## src/hdl/ps2mpt_pkg.sv

```systemverilog
package ps2mpt_pkg;

  // Resolution registers
  localparam int unsigned RES_W = 13;
  localparam logic [RES_W-1:0] SCREEN_WIDTH_RESET  = 13'd1024;
  localparam logic [RES_W-1:0] SCREEN_HEIGHT_RESET = 13'd768;

  // Configuration register indexes
  localparam int unsigned CFG_IDX_W = 1;
  localparam logic [CFG_IDX_W-1:0] REG_SCREEN_WIDTH  = 1'd0;
  localparam logic [CFG_IDX_W-1:0] REG_SCREEN_HEIGHT = 1'd1;

  // Header bit positions
  localparam int unsigned HDR_LEFT   = 0;
  localparam int unsigned HDR_RIGHT  = 1;
  localparam int unsigned HDR_MIDDLE = 2;
  localparam int unsigned HDR_SYNC   = 3;
  localparam int unsigned HDR_XSIGN  = 4;
  localparam int unsigned HDR_YSIGN  = 5;

  // Byte position within a packet
  typedef enum logic [1:0] {
    POS_HEADER = 2'd0,
    POS_XMOVE  = 2'd1,
    POS_YMOVE  = 2'd2
  } byte_pos_t;

  // One assembled three-byte packet
  typedef struct packed {
    logic [7:0] header;
    logic [7:0] x_move;
    logic [7:0] y_move;
  } packet_t;

  // Packet request from the assembler to the queue
  typedef struct packed {
    logic    valid;
    packet_t pkt;
  } packet_req_t;

  // Queue status towards both sides
  typedef struct packed {
    logic full;
    logic empty;
  } queue_status_t;

endpackage

```

## src/hdl/ps2mpt_front.sv

```systemverilog
module ps2mpt_front (
  input  logic                     clk,
  input  logic                     rst,
  input  logic                     in_valid,
  input  logic                     in_stall,
  input  logic [7:0]               rx_byte,
  input  logic                     rx_error,
  output ps2mpt_pkg::packet_req_t  pkt_req
);
  import ps2mpt_pkg::*;

  logic [7:0] header_byte;
  logic [7:0] x_move_byte;
  byte_pos_t  byte_count;
  logic       syncing;

  logic take;
  logic relock;
  logic hold_off;

  // Classify the incoming byte
  assign take     = in_valid && !in_stall && !rx_error;
  assign relock   = syncing && rx_byte[HDR_SYNC];
  assign hold_off = syncing && !rx_byte[HDR_SYNC] && (byte_count == POS_HEADER);

  // Request a packet on its third byte
  always_comb begin
    pkt_req.valid      = take && !relock && !hold_off && (byte_count == POS_YMOVE);
    pkt_req.pkt.header = header_byte;
    pkt_req.pkt.x_move = x_move_byte;
    pkt_req.pkt.y_move = rx_byte;
  end

  // Gather bytes and track lock
  always_ff @(posedge clk) begin
    if (rst) begin
      header_byte <= 8'd0;
      x_move_byte <= 8'd0;
      byte_count  <= POS_HEADER;
      syncing     <= 1'b1;
    end else if (take) begin
      if (relock) begin
        header_byte <= rx_byte;
        byte_count  <= POS_XMOVE;
      end else if (!hold_off) begin
        case (byte_count)
          POS_HEADER: begin
            header_byte <= rx_byte;
            byte_count  <= POS_XMOVE;
          end
          POS_XMOVE: begin
            x_move_byte <= rx_byte;
            byte_count  <= POS_YMOVE;
          end
          default: begin
            byte_count <= POS_HEADER;
            syncing    <= 1'b0;
          end
        endcase
      end
    end
  end

endmodule

```

## src/hdl/ps2mpt_queue.sv

```systemverilog
module ps2mpt_queue (
  input  logic                       clk,
  input  logic                       rst,
  input  ps2mpt_pkg::packet_req_t    pkt_req,
  input  logic                       pop,
  output ps2mpt_pkg::packet_t        head,
  output ps2mpt_pkg::queue_status_t  status
);
  import ps2mpt_pkg::*;

  packet_t    entry [2];
  logic       wr_ptr;
  logic       rd_ptr;
  logic [1:0] count;

  logic do_push;
  logic do_pop;

  assign status.full  = (count == 2'd2);
  assign status.empty = (count == 2'd0);
  assign do_push      = pkt_req.valid && !status.full;
  assign do_pop       = pop && !status.empty;
  assign head         = entry[rd_ptr];

  // Store packets
  always_ff @(posedge clk) begin
    if (do_push) begin
      entry[wr_ptr] <= pkt_req.pkt;
    end
  end

  // Advance pointers and fill count
  always_ff @(posedge clk) begin
    if (rst) begin
      wr_ptr <= 1'b0;
      rd_ptr <= 1'b0;
      count  <= 2'd0;
    end else begin
      if (do_push) begin
        wr_ptr <= ~wr_ptr;
      end
      if (do_pop) begin
        rd_ptr <= ~rd_ptr;
      end
      case ({do_push, do_pop})
        2'b10:   count <= count + 2'd1;
        2'b01:   count <= count - 2'd1;
        default: count <= count;
      endcase
    end
  end

endmodule

```

## src/hdl/ps2mpt_back.sv

```systemverilog
module ps2mpt_back #(
  parameter int unsigned COORD_WIDTH = 12
) (
  input  logic                            clk,
  input  logic                            rst,
  input  logic                            cfg_valid,
  input  logic [ps2mpt_pkg::CFG_IDX_W-1:0] cfg_index,
  input  logic [ps2mpt_pkg::RES_W-1:0]     cfg_data,
  input  ps2mpt_pkg::packet_t             head,
  input  ps2mpt_pkg::queue_status_t       status,
  output logic                            pop,
  output logic                            out_valid,
  input  logic                            out_stall,
  output logic [COORD_WIDTH-1:0]          pos_x,
  output logic [COORD_WIDTH-1:0]          pos_y,
  output logic                            button_left,
  output logic                            button_middle,
  output logic                            button_right
);
  import ps2mpt_pkg::*;

  // Working width: holds the resolution and any cursor plus move
  localparam int unsigned SUM_W = (COORD_WIDTH + 2 > RES_W + 1) ? COORD_WIDTH + 2 : RES_W + 1;
  localparam logic [SUM_W-1:0] CAP = SUM_W'(1) << COORD_WIDTH;

  logic [RES_W-1:0]       screen_width;
  logic [RES_W-1:0]       screen_height;
  logic [COORD_WIDTH-1:0] cursor_x;
  logic [COORD_WIDTH-1:0] cursor_y;

  logic [SUM_W-1:0]       limit_x;
  logic [SUM_W-1:0]       limit_y;
  logic [SUM_W-1:0]       dx;
  logic [SUM_W-1:0]       dy;
  logic [SUM_W-1:0]       sum_x;
  logic [SUM_W-1:0]       sum_y;
  logic [COORD_WIDTH-1:0] cursor_x_next;
  logic [COORD_WIDTH-1:0] cursor_y_next;

  // Write resolution registers
  always_ff @(posedge clk) begin
    if (rst) begin
      screen_width  <= SCREEN_WIDTH_RESET;
      screen_height <= SCREEN_HEIGHT_RESET;
    end else if (cfg_valid) begin
      case (cfg_index)
        REG_SCREEN_WIDTH:  screen_width  <= cfg_data;
        REG_SCREEN_HEIGHT: screen_height <= cfg_data;
        default: ;
      endcase
    end
  end

  // Limit each resolution to 1..2^COORD_WIDTH
  always_comb begin
    if (screen_width == '0) begin
      limit_x = SUM_W'(1);
    end else if (SUM_W'(screen_width) > CAP) begin
      limit_x = CAP;
    end else begin
      limit_x = SUM_W'(screen_width);
    end
    if (screen_height == '0) begin
      limit_y = SUM_W'(1);
    end else if (SUM_W'(screen_height) > CAP) begin
      limit_y = CAP;
    end else begin
      limit_y = SUM_W'(screen_height);
    end
  end

  // Apply moves: x added, y subtracted
  always_comb begin
    dx    = {{(SUM_W-8){head.header[HDR_XSIGN]}}, head.x_move};
    dy    = {{(SUM_W-8){head.header[HDR_YSIGN]}}, head.y_move};
    sum_x = SUM_W'(cursor_x) + dx;
    sum_y = SUM_W'(cursor_y) - dy;
  end

  // Clamp to the screen
  always_comb begin
    if (sum_x[SUM_W-1]) begin
      cursor_x_next = '0;
    end else if (sum_x >= limit_x) begin
      cursor_x_next = COORD_WIDTH'(limit_x - SUM_W'(1));
    end else begin
      cursor_x_next = sum_x[COORD_WIDTH-1:0];
    end
    if (sum_y[SUM_W-1]) begin
      cursor_y_next = '0;
    end else if (sum_y >= limit_y) begin
      cursor_y_next = COORD_WIDTH'(limit_y - SUM_W'(1));
    end else begin
      cursor_y_next = sum_y[COORD_WIDTH-1:0];
    end
  end

  // Take a packet when the output register is free
  assign pop = !status.empty && (!out_valid || !out_stall);

  // Hold cursor and result
  always_ff @(posedge clk) begin
    if (rst) begin
      cursor_x  <= '0;
      cursor_y  <= '0;
      out_valid <= 1'b0;
    end else begin
      if (pop) begin
        cursor_x  <= cursor_x_next;
        cursor_y  <= cursor_y_next;
        out_valid <= 1'b1;
      end else if (!out_stall) begin
        out_valid <= 1'b0;
      end
    end
  end

  always_ff @(posedge clk) begin
    if (pop) begin
      pos_x         <= cursor_x_next;
      pos_y         <= cursor_y_next;
      button_left   <= head.header[HDR_LEFT];
      button_middle <= head.header[HDR_MIDDLE];
      button_right  <= head.header[HDR_RIGHT];
    end
  end

endmodule

```

## src/hdl/ps2_mouse_packet_tracker.sv

```systemverilog
// PS/2 mouse packet tracker: one byte per cycle at the input unless stalled.
// The third byte of a packet pushes it into the queue; the cursor unit then
// pops it, adds and clamps, and registers the result when its output is free.
// One packet per cycle at the cursor unit while the output does not stall;
// a two-entry packet queue separates the assembler from the output stall.
// Reset (rst, synchronous): cursor at 0,0, resolution 1024 by 768, resync.
module ps2_mouse_packet_tracker #(
  parameter int unsigned COORD_WIDTH = 12
) (
  input  logic                             clk,
  input  logic                             rst,
  input  logic                             in_valid,
  output logic                             in_stall,
  input  logic [7:0]                       rx_byte,
  input  logic                             rx_error,
  output logic                             out_valid,
  input  logic                             out_stall,
  output logic [COORD_WIDTH-1:0]           pos_x,
  output logic [COORD_WIDTH-1:0]           pos_y,
  output logic                             button_left,
  output logic                             button_middle,
  output logic                             button_right,
  input  logic                             cfg_valid,
  output logic                             cfg_ready,
  input  logic [ps2mpt_pkg::CFG_IDX_W-1:0] cfg_index,
  input  logic [ps2mpt_pkg::RES_W-1:0]     cfg_data
);
  import ps2mpt_pkg::*;

  packet_req_t   pkt_req;
  packet_t       head;
  queue_status_t status;
  logic          pop;

  // Stall bytes while the packet queue is full
  assign in_stall  = status.full;
  assign cfg_ready = 1'b1;

  ps2mpt_front u_front (
    .clk      (clk),
    .rst      (rst),
    .in_valid (in_valid),
    .in_stall (in_stall),
    .rx_byte  (rx_byte),
    .rx_error (rx_error),
    .pkt_req  (pkt_req)
  );

  ps2mpt_queue u_queue (
    .clk     (clk),
    .rst     (rst),
    .pkt_req (pkt_req),
    .pop     (pop),
    .head    (head),
    .status  (status)
  );

  ps2mpt_back #(
    .COORD_WIDTH (COORD_WIDTH)
  ) u_back (
    .clk           (clk),
    .rst           (rst),
    .cfg_valid     (cfg_valid),
    .cfg_index     (cfg_index),
    .cfg_data      (cfg_data),
    .head          (head),
    .status        (status),
    .pop           (pop),
    .out_valid     (out_valid),
    .out_stall     (out_stall),
    .pos_x         (pos_x),
    .pos_y         (pos_y),
    .button_left   (button_left),
    .button_middle (button_middle),
    .button_right  (button_right)
  );

endmodule
```

## config.mk

```make
export PLATFORM = sky130hd
export DESIGN_NAME = ps2_mouse_packet_tracker
export DESIGN_NICKNAME = d
export VERILOG_FILES = /design/src/hdl/ps2mpt_pkg.sv /design/src/hdl/ps2mpt_front.sv /design/src/hdl/ps2mpt_queue.sv /design/src/hdl/ps2mpt_back.sv /design/src/hdl/ps2_mouse_packet_tracker.sv
export SDC_FILE = /design/constraint.sdc
export NUM_CORES = 1
export LEC_CHECK = 0
export BUFFER_PORTS_ARGS = -buffer_cell sky130_fd_sc_hd__buf_2
export CAP_MARGIN = 20
export CORE_MARGIN = 2
export CORE_UTILIZATION = 50
export CTS_BUF_LIST = sky130_fd_sc_hd__clkbuf_2 sky130_fd_sc_hd__clkbuf_4 sky130_fd_sc_hd__clkbuf_8
export DETAILED_ROUTE_END_ITERATION = 10
export GPL_TIMING_DRIVEN = 0
export PLACE_DENSITY = 0.71
export SYNTH_ARGS = -nofsm -noshare
export SYNTH_HDL_FRONTEND = slang
export SYNTH_SLANG_ARGS = --single-unit
```

## constraint.sdc

```tcl
create_clock -name clk -period 4.6 [get_ports clk]
set_input_delay 0.46 -clock clk [delete_from_list [all_inputs] [get_ports clk]]
set_output_delay 0.46 -clock clk [all_outputs]
set_load 0.05 [all_outputs]
```

==> flow_metrics.tcl <==
set metrics [dict create \
    die_w_um 130 \
    numPortBuffers 56 \
    worst_pin_slew_ns 0.866 \
    rsz0062_at_grt "yes" \
    firstDrtPassIters 6 \
    slew_viol_final 0 \
    stdcell_count 1140 \
    syn_inst 827 \
    wl_um 18200 \
    numClockSinks 141 \
    hold_path_class "primary input to register" \
    power.internal_mw 2.65 \
    drv_cap 0 \
    r2r_end "u_back.pos_y[4]" \
    worstPathMaxFanout 10 \
    status "completed" \
    clock_latency_ns 0.45 \
    die-height_um 130 \
    fillers 1364 \
    io_pins 58 \
    syn-cell-area_sq_um 7950 \
    drc 0 \
    peakVddDrop_uv 311 \
    cts_buffer_depth 2 \
    antenna_found_initial 0 \
    seq_area_frac_synth 0.442 \
    holdWs_ns 0.225 \
    gp_congestion 0.939 \
    syn_area_per_cell_sq_um 9.61 \
    grt_max_degree 18 \
    via_per_inst 5.59 \
    ff2ff_path_depth 18 \
    wl_per_cell_um 16.0 \
    end_kind "register" \
    clkTransAtPathRegs_ns 0.08 \
    antenna_cells 0 \
    placed_area_sq_um 8580 \
    crit_arrival_ns 4.61 \
    cts_tree "yes" \
    crit_chain "buf_6 -> buf_8 -> mux2i_1 -> ha_1 -> or2_2 -> o311a_1 -> a21o_1 -> a21oi_2 -> inv_1 -> ha_1 -> nand4_1 -> buf_4 -> nor3_4 -> a21o_2 -> clkbuf_8 -> buf_6 -> mux2i_4 -> nor2_1" \
    setup_viol 0 \
    max_stage_delay_ns 0.39 \
    synth_seq_cells 141 \
    synth-edff-count 69 \
    nets 997 \
    grt_remaining_overflow 0 \
    yosysWarnings 0 \
    total_power_mw 4.18 \
    regArea_sq_um 3520 \
    ys_types 76 \
    p_leak_nw 3.70 \
    combPwrFrac 0.398 \
    relSlewSlack 0.411 \
    cts_buffers 17 \
    dieArea_sq_um 16900 \
    core_sq_um 15700 \
    ant_nets 0 \
    p_seq_frac 0.352 \
    p_switching_mw 1.53 \
    crit_path_start_kind "register" \
    ys.flop_type "dfxtp_1" \
    ctsRootBufferMaster "clkbuf_8" \
    drive_gt1_frac 0.186 \
    row_count 46 \
    grt_pass1_wl_um 29600 \
    dp_hpwl_um 13600 \
    clock_skew_ns 0.0149 \
    area_growth_pct 15.8 \
    multiInputGateArea_sq_um 4310 \
    synth_nets 913 \
    worst-r2r-setup-slack_ns 0.17 \
    swShare 0.367 \
    async_flop_share 0 \
    placed_cells 1102 \
    vias 6374 \
    ctsHoldBuffers 0 \
    drtIter0Drc 458 \
    final_cell_area_sq_um 9210 \
    period_minus_slack_ns 4.43 \
    holdPathEnd "u_queue.entry[1][6]" \
    final_hold_viol_count 0 \
    hold_depth 1 \
    crit_required_ns 4.78 \
    critPathKind "register to register" \
    min-delay-start "rx_byte[6]" \
    p_clk_frac 0.250 \
    grt_pass1_vias 5979 \
    initial_core_util 0.506 \
    slowest_stage "dfxtp_4" \
    max_freq_mhz 226 \
    period_share 0.962 \
    cellPowerDensity_nw_per_um2 454 \
    setup-tns-final_ns 0 \
    grt_use_total 0.227 \
    htree_levels 4 \
]
-- area by class of cell --
class,instances,share of cell area
buffer,32,0.0215
clock buffer,19,0.0270
clock inverter,13,0.0178
inverter,30,0.0122
multi-input combinational,624,0.469
sequential,141,0.382
tap,216,0.0294
timing repair buffer,65,0.0416
-- repair_timing --
item,CTS,global route
cloned,0,0
setup buffers,1,5
pin swaps,0,6
resized for setup,22,22
endpoints found under the setup margin,48,48
-- layout by cell type (no fill, tap or decap), types with 4 or more instances in the layout --
cell,netlist,final
a211oi_1,16,14
a21o_1,11,11
a21oi_1,58,53
a21oi_2,1,4
a31oi_1,9,9
and2_1,8,8
and3_1,5,5
buf_2,3,58
buf_4,3,9
buf_6,2,4
clkbuf_1,19,18
clkbuf_8,2,19
clkinv_4,0,4
dfxtp_1,72,71
edfxtp_1,69,69
ha_1,56,56
inv_1,28,28
mux2_2,18,18
mux2i_1,35,30
mux2i_2,1,4
nand2_1,125,125
nand2b_1,10,10
nand3_1,14,14
nand3b_1,4,4
nand4_1,4,4
nor2_1,71,69
nor2b_1,7,6
nor3_1,21,19
o211ai_1,4,4
o21a_1,5,4
o21ai_0,41,38
o21ai_1,3,5
o31ai_1,6,6
or3_1,4,4
xnor2_1,18,18
xor2_1,11,11
-- how the worst max path moves through the flow --
stage | startpoint | endpoint | depth (start not counted)
finish | register | u_back.pos_y[4] | 18
global route | register | u_back.pos_y[4] | 20
CTS | register | u_back.pos_y[4] | 19
detailed placement | register | u_back.pos_y[8] | 16
global placement | register | u_back.pos_y[8] | 16
floorplan | register | u_back.pos_y[9] | 18
-- worst max-delay path: cells and delay by family, from the launching register on --
family          cells  cell delay (ns)
fa+ha+maj           2             0.65
flops               1             0.39
buf+inv             6             0.93
simple gates        4             0.69
compound gates      4             0.88
mux                 2             0.61
-- cell usage after synthesis, drive strengths merged (3+ instances only) --
cell type / n / area (sq um)
edfxtp: 69 / 2070
xor2: 11 / 96.3
mux2i: 36 / 364
dfxtp: 72 / 1440
clkbuf: 23 / 109
and3: 5 / 31.3
a22o: 3 / 26.3
nand3b: 4 / 30.0
inv: 29 / 109
nor2: 71 / 267
o21a: 5 / 37.5
o31ai: 6 / 45.0
or3: 4 / 25.0
nor3: 23 / 131
ha: 56 / 701
nor3b: 4 / 40.0
nor4b: 3 / 32.5
nand3: 14 / 70.1
a21oi: 59 / 299
nand2: 125 / 469
nand2b: 10 / 62.6
and2: 8 / 50.1
buf: 9 / 63.8
a21o: 12 / 91.3
nand4: 4 / 25.0
o21ai: 44 / 220
o211ai: 4 / 30.0
xnor2: 18 / 158
a211oi: 16 / 120
and3b: 3 / 26.3
mux2: 18 / 203
a31oi: 9 / 56.3
nor2b: 7 / 43.8
-- flip-flops by register name, summed over array words and instances, names as in the netlist, 2 cells and up, named ones only --
name                  flops
u_back.cursor_x          12
u_front.byte_count        2
u_queue.count             2
u_back.cursor_y          12
u_back.pos_x             12
u_front.header_byte       5
u_back.screen_width      13
u_front.x_move_byte       8
u_back.pos_y             12
u_back.screen_height     13
u_queue.entry            42
-- power groups by stage --
stage                     combinational, mW  clock (mW)  sequential [mW]
after detailed placement               1.51           0             1.50
after global placement                 1.48           0             1.50
after floorplan                        1.06           0             1.59
after CTS                              1.58        1.06             1.47
final                                  1.66        1.05             1.47
after global routing                   1.85        1.11             1.48
-- per-layer routing --
metal / routed length [um] / track usage
met3: 735 / 0.0435
met4: 484 / 0.0772
met5: 0 / 0
met1: 8150 / 0.294
met2: 8860 / 0.382
-- metrics by stage --
| step | setup WS (ns) | utilization |
|---|---|---|
| floorplan | 0.152 | - |
| global placement | -0.788 | 0.541 |
| detailed placement | -0.813 | 0.546 |
| CTS | 0.0255 | 0.578 |
| global route | -0.0452 | 0.586 |
| finish | 0.173 | 0.586 |
-- cell families (layout without fill, tap and decap cells) --
| logic type | after synthesis | after routing | synth area share |
|---|---|---|---|
| xor gates and xnor gates | 29 | 29 | 0.0319 |
| AOI/OAI and AO/OA | 187 | 187 | 0.151 |
| adders and majority gates | 58 | 58 | 0.0932 |
| and+or+nand+nor | 295 | 295 | 0.175 |
| buffers and inverters | 62 | 159 | 0.0359 |
| other | 1 | 1 | 0.000472 |
| DFF | 141 | 141 | 0.442 |
| muxes | 54 | 54 | 0.0713 |
Power figures use the tool's default switching activity.
